**config.mk**
```make
export PLATFORM = sky130hd
export DESIGN_NAME = two_color_led_blink_sequencer
export DESIGN_NICKNAME = d
export VERILOG_FILES = /design/src/hdl/tclbs_pkg.sv /design/src/hdl/tclbs_core.sv /design/src/hdl/two_color_led_blink_sequencer.sv
export SDC_FILE = /design/constraint.sdc
export NUM_CORES = 1
export LEC_CHECK = 0
export BUFFER_PORTS_ARGS = -buffer_cell sky130_fd_sc_hd__clkbuf_2
export CORE_MARGIN = 3
export CORE_UTILIZATION = 59
export CTS_CLUSTER_SIZE = 10
export DETAILED_ROUTE_END_ITERATION = 6
export PLACE_DENSITY = 0.8
export SYNTH_ARGS = -nofsm -noshare
export SYNTH_HDL_FRONTEND = slang
export SYNTH_SLANG_ARGS = --single-unit
```
**constraint.sdc**
```tcl
create_clock -name clk -period 6.05 [get_ports clk]
set_input_delay 1.21 -clock clk [delete_from_list [all_inputs] [get_ports clk]]
set_output_delay 1.21 -clock clk [all_outputs]
set_load 0.005 [all_outputs]
```
**src/hdl/tclbs_pkg.sv**
```systemverilog
// ----------------------------------------------------------------------------
// tclbs_pkg
// shared codes and types for the two-color led blink sequencer
// ----------------------------------------------------------------------------
package tclbs_pkg;

    // request opcodes
    localparam logic OP_TICK = 1'b0;
    localparam logic OP_LOAD = 1'b1;

    // per-request status flags from the step logic
    typedef struct packed {
        logic swapped;
        logic finished;
    } status_t;

endpackage

```
**src/hdl/tclbs_core.sv**
```systemverilog
// ----------------------------------------------------------------------------
// tclbs_core
// sequence state and the single-pass step logic for one request
// ----------------------------------------------------------------------------
module tclbs_core #(
    parameter int CHANNEL_BITS  = 8,
    parameter int DURATION_BITS = 16
) (
    input  logic                                 clk,
    input  logic                                 rst_n,
    input  logic                                 fire,
    input  logic                                 opcode,
    input  logic [2:0][CHANNEL_BITS-1:0]         first_color,
    input  logic [2:0][CHANNEL_BITS-1:0]         second_color,
    input  logic [DURATION_BITS-1:0]             first_duration,
    input  logic [DURATION_BITS-1:0]             second_duration,
    input  logic [DURATION_BITS-1:0]             repeat_count,
    output logic [2:0][CHANNEL_BITS-1:0]         drive_color,
    output logic [DURATION_BITS:0]               phase_count,
    output tclbs_pkg::status_t                   status
);
    import tclbs_pkg::*;

    logic [2:0][CHANNEL_BITS-1:0] shown_color_reg,    shown_color_next;
    logic [2:0][CHANNEL_BITS-1:0] waiting_color_reg,  waiting_color_next;
    logic [DURATION_BITS-1:0]     shown_dur_reg,      shown_dur_next;
    logic [DURATION_BITS-1:0]     waiting_dur_reg,    waiting_dur_next;
    logic [DURATION_BITS-1:0]     repetitions_reg,    repetitions_next;
    logic [DURATION_BITS:0]       phases_reg,         phases_next;
    logic [DURATION_BITS:0]       elapsed_reg,        elapsed_next;

    // values after load or tick, before the swap decision
    logic [2:0][CHANNEL_BITS-1:0] sc_pre, wc_pre;
    logic [DURATION_BITS-1:0]     sd_pre, wd_pre, rep_pre;
    logic [DURATION_BITS:0]       ph_pre, el_pre;
    logic                         running, swap;

    always_comb
    begin
        if (opcode == OP_LOAD)
        begin
            sc_pre  = first_color;
            wc_pre  = second_color;
            sd_pre  = first_duration;
            wd_pre  = second_duration;
            rep_pre = repeat_count;
            ph_pre  = '0;
            el_pre  = '0;
        end
        else
        begin
            sc_pre  = shown_color_reg;
            wc_pre  = waiting_color_reg;
            sd_pre  = shown_dur_reg;
            wd_pre  = waiting_dur_reg;
            rep_pre = repetitions_reg;
            ph_pre  = phases_reg;
            // saturate at 2^DURATION_BITS (top bit set)
            el_pre  = elapsed_reg[DURATION_BITS] ? elapsed_reg
                                                 : elapsed_reg + 1'b1;
        end

        running = (rep_pre == '0) || (ph_pre < {rep_pre, 1'b0});
        swap    = running && (el_pre > {1'b0, sd_pre}) && (wd_pre != '0);

        shown_color_next   = swap ? wc_pre : sc_pre;
        waiting_color_next = swap ? sc_pre : wc_pre;
        shown_dur_next     = swap ? wd_pre : sd_pre;
        waiting_dur_next   = swap ? sd_pre : wd_pre;
        repetitions_next   = rep_pre;
        elapsed_next       = swap ? '0 : el_pre;
        if (swap && !(&ph_pre))
            phases_next = ph_pre + 1'b1;
        else
            phases_next = ph_pre;

        drive_color     = running ? shown_color_next : '0;
        phase_count     = phases_next;
        status.swapped  = swap;
        status.finished = !running;
    end

    always_ff @(posedge clk or negedge rst_n)
    begin
        if (!rst_n)
        begin
            shown_color_reg   <= '0;
            waiting_color_reg <= '0;
            shown_dur_reg     <= '0;
            waiting_dur_reg   <= '0;
            repetitions_reg   <= '0;
            phases_reg        <= '0;
            elapsed_reg       <= '0;
        end
        else if (fire)
        begin
            shown_color_reg   <= shown_color_next;
            waiting_color_reg <= waiting_color_next;
            shown_dur_reg     <= shown_dur_next;
            waiting_dur_reg   <= waiting_dur_next;
            repetitions_reg   <= repetitions_next;
            phases_reg        <= phases_next;
            elapsed_reg       <= elapsed_next;
        end
    end

    a_finished_no_swap: assert property (@(posedge clk) disable iff (!rst_n)
        fire && status.finished |-> !status.swapped)
        else $error("swap reported on a finished sequence");

    a_swap_clears_elapsed: assert property (@(posedge clk) disable iff (!rst_n)
        fire && status.swapped |=> elapsed_reg == '0)
        else $error("elapsed time not cleared after swap");

    a_load_clears_phases: assert property (@(posedge clk) disable iff (!rst_n)
        fire && (opcode == OP_LOAD) |=> phases_reg == '0)
        else $error("phase count not cleared by load");

    a_idle_holds_phases: assert property (@(posedge clk) disable iff (!rst_n)
        !fire |=> $stable(phases_reg))
        else $error("phase count changed without a request");

endmodule

```
**src/hdl/two_color_led_blink_sequencer.sv**
```systemverilog
// ----------------------------------------------------------------------------
// two_color_led_blink_sequencer
// two-color rgb led blink sequencer with valid/ready request channels
// ----------------------------------------------------------------------------
// path: input register, then result register; a request waits in the input
//   register while out_ready holds a result (single short step-logic pass)
// throughput: one request per cycle while out_ready does not stall the results
// reset: asynchronous active-low, clears both pipeline valids and all
//   sequence state (black colors, zero durations, endless mode)
module two_color_led_blink_sequencer #(
    parameter int CHANNEL_BITS  = 8,
    parameter int DURATION_BITS = 16
) (
    input  logic                      clk,
    input  logic                      rst_n,
    // request channel
    input  logic                      in_valid,
    output logic                      in_ready,
    input  logic                      opcode,
    input  logic [CHANNEL_BITS-1:0]   first_red,
    input  logic [CHANNEL_BITS-1:0]   first_green,
    input  logic [CHANNEL_BITS-1:0]   first_blue,
    input  logic [CHANNEL_BITS-1:0]   second_red,
    input  logic [CHANNEL_BITS-1:0]   second_green,
    input  logic [CHANNEL_BITS-1:0]   second_blue,
    input  logic [DURATION_BITS-1:0]  first_duration,
    input  logic [DURATION_BITS-1:0]  second_duration,
    input  logic [DURATION_BITS-1:0]  repeat_count,
    // result channel
    output logic                      out_valid,
    input  logic                      out_ready,
    output logic [CHANNEL_BITS-1:0]   drive_red,
    output logic [CHANNEL_BITS-1:0]   drive_green,
    output logic [CHANNEL_BITS-1:0]   drive_blue,
    output logic [DURATION_BITS:0]    phase_count,
    output logic                      swapped,
    output logic                      finished
);
    import tclbs_pkg::*;

    // input register stage
    logic                         stage_valid_reg;
    logic                         opcode_reg;
    logic [2:0][CHANNEL_BITS-1:0] first_color_reg;
    logic [2:0][CHANNEL_BITS-1:0] second_color_reg;
    logic [DURATION_BITS-1:0]     first_dur_reg;
    logic [DURATION_BITS-1:0]     second_dur_reg;
    logic [DURATION_BITS-1:0]     repeat_reg;

    // result register stage
    logic                         out_valid_reg;
    logic [2:0][CHANNEL_BITS-1:0] drive_reg;
    logic [DURATION_BITS:0]       phase_reg;
    status_t                      status_reg;

    // step logic outputs
    logic [2:0][CHANNEL_BITS-1:0] drive_color;
    logic [DURATION_BITS:0]       core_phase;
    status_t                      core_status;

    logic advance;   // staged request moves into the result register
    logic in_fire;

    // the result register frees up when it is empty or being taken
    assign advance  = stage_valid_reg && (!out_valid_reg || out_ready);
    assign in_ready = !stage_valid_reg || advance;
    assign in_fire  = in_valid && in_ready;

    always_ff @(posedge clk or negedge rst_n)
    begin
        if (!rst_n)
            stage_valid_reg <= 1'b0;
        else if (in_ready)
            stage_valid_reg <= in_valid;
    end

    // payload captured only on an accepted request
    always_ff @(posedge clk)
    begin
        if (in_fire)
        begin
            opcode_reg       <= opcode;
            first_color_reg  <= {first_blue, first_green, first_red};
            second_color_reg <= {second_blue, second_green, second_red};
            first_dur_reg    <= first_duration;
            second_dur_reg   <= second_duration;
            repeat_reg       <= repeat_count;
        end
    end

    // sequence state and single-pass step
    tclbs_core #(
        .CHANNEL_BITS  (CHANNEL_BITS),
        .DURATION_BITS (DURATION_BITS)
    ) u_core (
        .clk             (clk),
        .rst_n           (rst_n),
        .fire            (advance),
        .opcode          (opcode_reg),
        .first_color     (first_color_reg),
        .second_color    (second_color_reg),
        .first_duration  (first_dur_reg),
        .second_duration (second_dur_reg),
        .repeat_count    (repeat_reg),
        .drive_color     (drive_color),
        .phase_count     (core_phase),
        .status          (core_status)
    );

    always_ff @(posedge clk or negedge rst_n)
    begin
        if (!rst_n)
            out_valid_reg <= 1'b0;
        else if (advance)
            out_valid_reg <= 1'b1;
        else if (out_ready)
            out_valid_reg <= 1'b0;
    end

    always_ff @(posedge clk)
    begin
        if (advance)
        begin
            drive_reg  <= drive_color;
            phase_reg  <= core_phase;
            status_reg <= core_status;
        end
    end

    // result ports (color channel 0 is red, 2 is blue)
    assign out_valid   = out_valid_reg;
    assign drive_red   = drive_reg[0];
    assign drive_green = drive_reg[1];
    assign drive_blue  = drive_reg[2];
    assign phase_count = phase_reg;
    assign swapped     = status_reg.swapped;
    assign finished    = status_reg.finished;

endmodule
```
Word-level counts from Yosys, hierarchy flattened. Cells that the tools add are included.

Add/sub/neg operators: 2. Order comparisons: 2. Mux-type cells: 16. Reduce and logical (&&, ||, !) cells: 16.

Operators by type and width (number): 24-bit two-way mux (4); 17-bit two-way mux (5); 16-bit two-way mux (5); 17-bit by 1-bit adder with 17-bit output, second input constant (2); 17-bit by 16-bit greater-than comparator with 1-bit output (1); 17-bit < comparator (1); 17-bit AND reduction (1); 16-bit zero test (1); 16-bit nonzero test (1); 1-bit logical AND (5); 1-bit zero test (4); 1-bit logical OR (3); 1-bit two-way mux (2); 2-bit nonzero test (1).

Flip-flop bits (word level): 272. Bits of input ports: 101. Output and inout bits: 45.

Logic depth before layout (Yosys ltp).
Depth in word-level cells: 8. Mapped depth: 20. Mapped depth without buffers: 16.

Modules after synthesis. Synthesis repeated with hierarchy kept, for this count alone.

Cells, all modules: 1038. Area total of the unflattened synthesis: 13123.8 um^2.

Modules (own cells, without submodules): tclbs_core (times used 1, cells each 890, area an instance 8816.0 um^2, seq. area each 3253.1 um^2); two_color_led_blink_sequencer (times used 1, cells each 148, area an instance 4307.9 um^2, seq. area each 4254.1 um^2).

Worst setup path before layout. OpenSTA, ideal clock, no wires.

Kind: reg2reg. Start: register opcode_reg. End: register u_core.phases_reg[15]. Data arrival time: 4.140 ns. Data required time: 5.924 ns. Slack: 1.784 ns. Cell stages (with the launch flop): 20. Clock period less this slack: 4.266 ns. Cell sequence: edfxtp_1 -> buf_6 -> buf_6 -> buf_2 -> buf_2 -> clkbuf_1 -> nor2b_1 -> ha_1 -> and3_1 -> and3_1 -> nand3_1 -> nor2_1 -> nand2_1 -> nor3_1 -> ha_1 -> or4b_1 -> clkbuf_1 -> or4_1 -> o21a_1 -> a221o_1.

Cells in the longest elaborated chain, start to end: 7. Elaborated cells on any way between the ends: 17.

Ends and longest elaborated chain: from (decl) (RTL line two_color_led_blink_sequencer.sv:43) `logic opcode_reg;`; from (signal assigned) (RTL line two_color_led_blink_sequencer.sv:82) `opcode_reg <= opcode;`; 17-bit two-way mux or 16-bit two-way mux (tied branches) (RTL line tclbs_core.sv:40) `if (opcode == OP_LOAD)`; 17-bit < comparator or 16-bit zero test (tied branches) (RTL line tclbs_core.sv:63) `running = (rep_pre == '0) || (ph_pre < {rep_pre, 1'b0});`; 1-bit logical OR (RTL line tclbs_core.sv:63); 1-bit logical AND (2 in a row) (RTL line tclbs_core.sv:64) `swap = running && (el_pre > {1'b0, sd_pre}) && (wd_pre != '0);`; 1-bit logical AND (RTL line tclbs_core.sv:72) `if (swap && !(&ph_pre))`; 17-bit two-way mux * (RTL line tclbs_core.sv:72); to (signal assigned) (RTL line tclbs_core.sv:102) `phases_reg <= phases_next;`; to (decl) (RTL line tclbs_core.sv:29) `logic [DURATION_BITS:0] phases_reg, phases_next;`.

Mark *: on every way between the ends. The rest lies on a longest branch, timed or not. A chain may end at the register's enable or synchronous reset.

Worst setup path in the final report.
Start: register u_core.elapsed_reg[0]. End: register drive_reg, in the netlist drive_red[4], data pin.

Cells in the longest elaborated chain, start to end: 7.

Ends and longest elaborated chain: from (decl) (RTL line tclbs_core.sv:30) `logic [DURATION_BITS:0] elapsed_reg, elapsed_next;`; from (signal assigned) (RTL line tclbs_core.sv:103) `elapsed_reg <= elapsed_next;`; 17-bit by 1-bit adder with 17-bit output (RTL line tclbs_core.sv:60) `: elapsed_reg + 1'b1;`; 17-bit two-way mux * (RTL line tclbs_core.sv:59) `el_pre = elapsed_reg[DURATION_BITS] ? elapsed_reg`; 17-bit two-way mux * (RTL line tclbs_core.sv:40); 17-bit by 16-bit greater-than comparator with 1-bit output * (RTL line tclbs_core.sv:64); 1-bit logical AND * (2 in a row) (RTL line tclbs_core.sv:64); 24-bit two-way mux * (RTL line tclbs_core.sv:66) `shown_color_next = swap ? wc_pre : sc_pre;`; to (signal assigned) (RTL line two_color_led_blink_sequencer.sv:124) `drive_reg <= drive_color;`; to (decl) (RTL line two_color_led_blink_sequencer.sv:52) `logic [2:0][CHANNEL_BITS-1:0] drive_reg;`.

Marks and branches as above.

==> key figures <==
Run status
  – Status: completed

Timing
  – Minimum clock period: around 4.6 ns
  – Final hold viol count: 0
  – RSZ-0062 raised after global routing: no
  – Setup TNS: 0 ns
  – Max Clock Skew: between 0.02 and 0.03 ns
  – Fmax achieved: ~0.22 GHz
  – Slew margin rel.: between 30% and 40%
  – Worst-margin pin slew: between 0.9 and 1 ns
  – Slew Limit Fails: 0
  – Finish-stage setup viols: 0
  – Tcrit/Tclk final: 75.7%

Yosys
  – Register bit total from synthesis: between 200 and 300
  – Post-synth EDFFs: between 100 and 150
  – Ys flop type: edfxtp_1
  – Syn Nets: ~1200
  – Netlist cell types: between 60 and 70
  – Synthesized area: ~13000 sq um
  – Synthesized area per cell: ~12 sq um
  – Synth Instances: between 1000 and 1500
  – Part of the Yosys area used for sequential elements: 57.7%
  – Fraction of registers with async set or reset after synthesis: between 40 and 50%
  – Warning count from the yosys run: 0

GRT
  – Vias in the first global route: between 9000 and 10000
  – First-pass GRT wire length: 47.9 mm
  – Pin count of the biggest net entering global routing: roughly 110
  – All-Layer GR Usage: between 20 and 25%
  – Initial antenna violation count: 0
  – Total congestion overflow: 0

Power
  – Psw: about 1.2 mW
  – Switch share: 26.3%
  – Logic pwr share: between 10 and 15%
  – Clk network pwr share: a little over a third
  – PwrDens: about 320 nW/um^2
  – Worst VDD drop: 0.264 mV
  – Int Pwr: about 3.5 mW
  – Leak: roughly 6.2 nW
  – Part of the power in registers: 50.1%

CTS
  – CTS Hold Bufs: 0
  – CTS tree: built
  – CTS Buffer Depth: 3
  – Clk Latency, worst-skew pair: roughly 0.57 ns
  – Clock Sinks: roughly 270
  – Clock Pin Slew Worst Setup and Hold Paths: roughly 0.060 ns
  – Root Buffer: clkbuf_16
  – Post_cts resized: 0
  – Number of H-tree levels: 1
  – CTS Buf Count: 31
  – Postcts setup bufs: 0

Setup path
  – R2R Path End: drive_red[4]$_SDFFCE_PP0P_
  – WP data arrival: 4.98 ns
  – Worst setup SP type: flop
  – Crit path max fanout: between 100 and 150
  – Req. time, crit path: about 6.5 ns
  – CP endpoint kind: flop
  – Worst R2R Start: u_core.elapsed_reg[0]$_DFFE_PN0P_
  – R2R setup slack: approximately 1.5 ns
  – Crit path kind: flop to flop
  – R2r worst-path depth: 17

Final layout
  – Leading cell type in the layout, fill and taps excluded: clkbuf_2
  – Fin util: 69.2%
  – # nets final: between 1000 and 1500
  – Synthesis-to-layout area growth: 13.7%
  – Layout cells sized above 1: around a fifth
  – FILL cells: 1559
  – Number of diodes: 0
  – Commonest non-fill, non-tap cells in the layout: 144 x clkbuf_2, 140 x edfxtp_1, 132 x dfrtp_1, 102 x nand2_1, 89 x mux2i_1

Floorplanning
  – Die Width: approximately 150 um
  – Die area: between 20000 and 25000 sq um
  – Starting Density: around three fifths
  – I/O Pins: between 100 and 150
  – Chip Height: around 150 um
  – Rows: 53
  – Core area: approximately 21000 sq um

Route
  – Drt first pass iters: 5
  – 1st-iter DRT viols: 707
  – Routed wire per std cell: ~20 um
  – WL final: 29.4 mm
  – Routed vias: just over 9000
  – Antenna Violating Nets Remaining: 0
  – DR vias/cell: between 6 and 7
  – DRC errors left: 0

Place
  – Dpl hpwl: about 19 mm
  – Port Buffers: 145
  – Placer Congestion: 0.882

Worst hold path
  – Hold Startpoint: u_core.repetitions_reg[9]$_DFFE_PN0P_
  – Hold path depth: 2
  – HP Class: flop to flop
  – Worst Hold Endpoint: u_core.repetitions_reg[9]$_DFFE_PN0P_

Flow run
  – Max-cap violation count: 0
## per-stage QoR
| step | cells | hold slack [ns] | setup slack [ns] | cell area (sq um) | power, mW |
|---|---|---|---|---|---|
| after CTS | 1486 | 0.482 | 1.54 | 14800 | 4.75 |
| after global routing | 1486 | 0.504 | 1.13 | 14800 | 4.93 |
| final | 1486 | 0.478 | 1.47 | 14800 | 4.72 |
| after detailed placement | 1431 | 0.470 | 1.58 | 13900 | 3.07 |
| after global placement | 1431 | 0.460 | 1.76 | 13900 | 3.03 |
| after floorplan | 1071 | 0.449 | 1.78 | 13000 | 2.82 |
## Yosys cell counts (all sizes together) (6+ instances only)
cell	instances	area [sq um]
nor3	21	105
o311ai	8	70.1
nor2b	16	105
nor4	12	87.6
o2bb2ai	8	70.1
buf	33	184
o31ai	6	58.8
ha	34	425
o41ai	11	96.3
edfxtp	140	4200
nand2	103	387
xor2	13	114
clkbuf	41	154
nand2b	23	144
o21ai	50	250
o2111ai	8	70.1
a21oi	18	90.1
inv	11	41.3
xnor2	14	123
nor2	83	312
dfrtp	132	3300
o22a	24	210
nand3	14	95.1
and3	6	37.5
a2bb2oi	32	280
mux2	26	293
mux2i	89	891
nand4	15	93.8
a221o	25	250
o211ai	6	45.0
## cells by family after synthesis
| family | share of synthesized area [%] |
|---|---|
| mux | 9.10 |
| compound gates | 13.1 |
| simple gates | 12.0 |
| buf+inv | 2.92 |
| flops | 57.7 |
| xor+xnor | 1.82 |
| fa+ha+maj | 3.27 |
## critical path, stage by stage, from the launching register on
cell and delay (ns):
dfrtp_1 0.40, ha_1 0.18, nor2b_1 0.18, and2_1 0.21, nor2b_1 0.33, nand4_1 0.15
xor2_1 0.21, nor2_1 0.07, ha_1 0.31, nand2_1 0.06, nor4_1 0.37, o31ai_1 0.16
nand4b_1 0.20, nand3_4 0.36, clkinv_2 0.18, buf_12 0.39, mux2_2 0.41, nor2_1 0.11
## worst max path at each step
stage                                            from  slack (ns)  cells after the start                                endpoint
floorplan                        opcode_reg$_DFFE_PP_        1.78                     19       u_core.phases_reg[15]$_DFFE_PN0P_
global placement    u_core.elapsed_reg[0]$_DFFE_PN0P_        1.76                     17            drive_green[3]$_SDFFCE_PP0P_
detailed placement  u_core.elapsed_reg[0]$_DFFE_PN0P_        1.58                     17  u_core.shown_color_reg[12]$_DFFE_PN0P_
CTS                 u_core.elapsed_reg[0]$_DFFE_PN0P_        1.54                     17              drive_red[4]$_SDFFCE_PP0P_
global route        u_core.elapsed_reg[0]$_DFFE_PN0P_        1.13                     17   u_core.shown_color_reg[2]$_DFFE_PN0P_
finish              u_core.elapsed_reg[0]$_DFFE_PN0P_        1.47                     17              drive_red[4]$_SDFFCE_PP0P_
## layout make-up
| cell class | count | area (sq um) | area share (%) |
|---|---|---|---|
| repair buffers | 159 | 862 | 5.83 |
| flip-flops and latches | 272 | 7510 | 50.8 |
| multi-input cells | 714 | 5130 | 34.7 |
| clock inverters | 2 | 23.8 | 0.161 |
| clock buffers | 53 | 868 | 5.87 |
| well taps | 275 | 344 | 2.33 |
| inverters | 11 | 42.5 | 0.288 |
## power by group through the flow
stage / registers [mW] / clock network, mW / logic, mW
2_1_floorplan: 2.35 / 0 / 0.473
3_3_place_gp: 2.38 / 0 / 0.652
3_5_place_dp: 2.39 / 0 / 0.681
4_1_cts: 2.36 / 1.70 / 0.687
5_1_grt: 2.39 / 1.78 / 0.763
6_report: 2.36 / 1.67 / 0.681
## metal layers
| metal | GRT usage (%) | up-vias | routed length, um |
|---|---|---|---|
| li1 | - | 4269 | - |
| met1 | 34.5 | 4483 | 12500 |
| met2 | 40.6 | 315 | 14600 |
| met3 | 3.30 | 55 | 1660 |
| met4 | 6.14 | 0 | 668 |
| met5 | 0 | - | 0 |
Power figures use the tool's default switching activity.
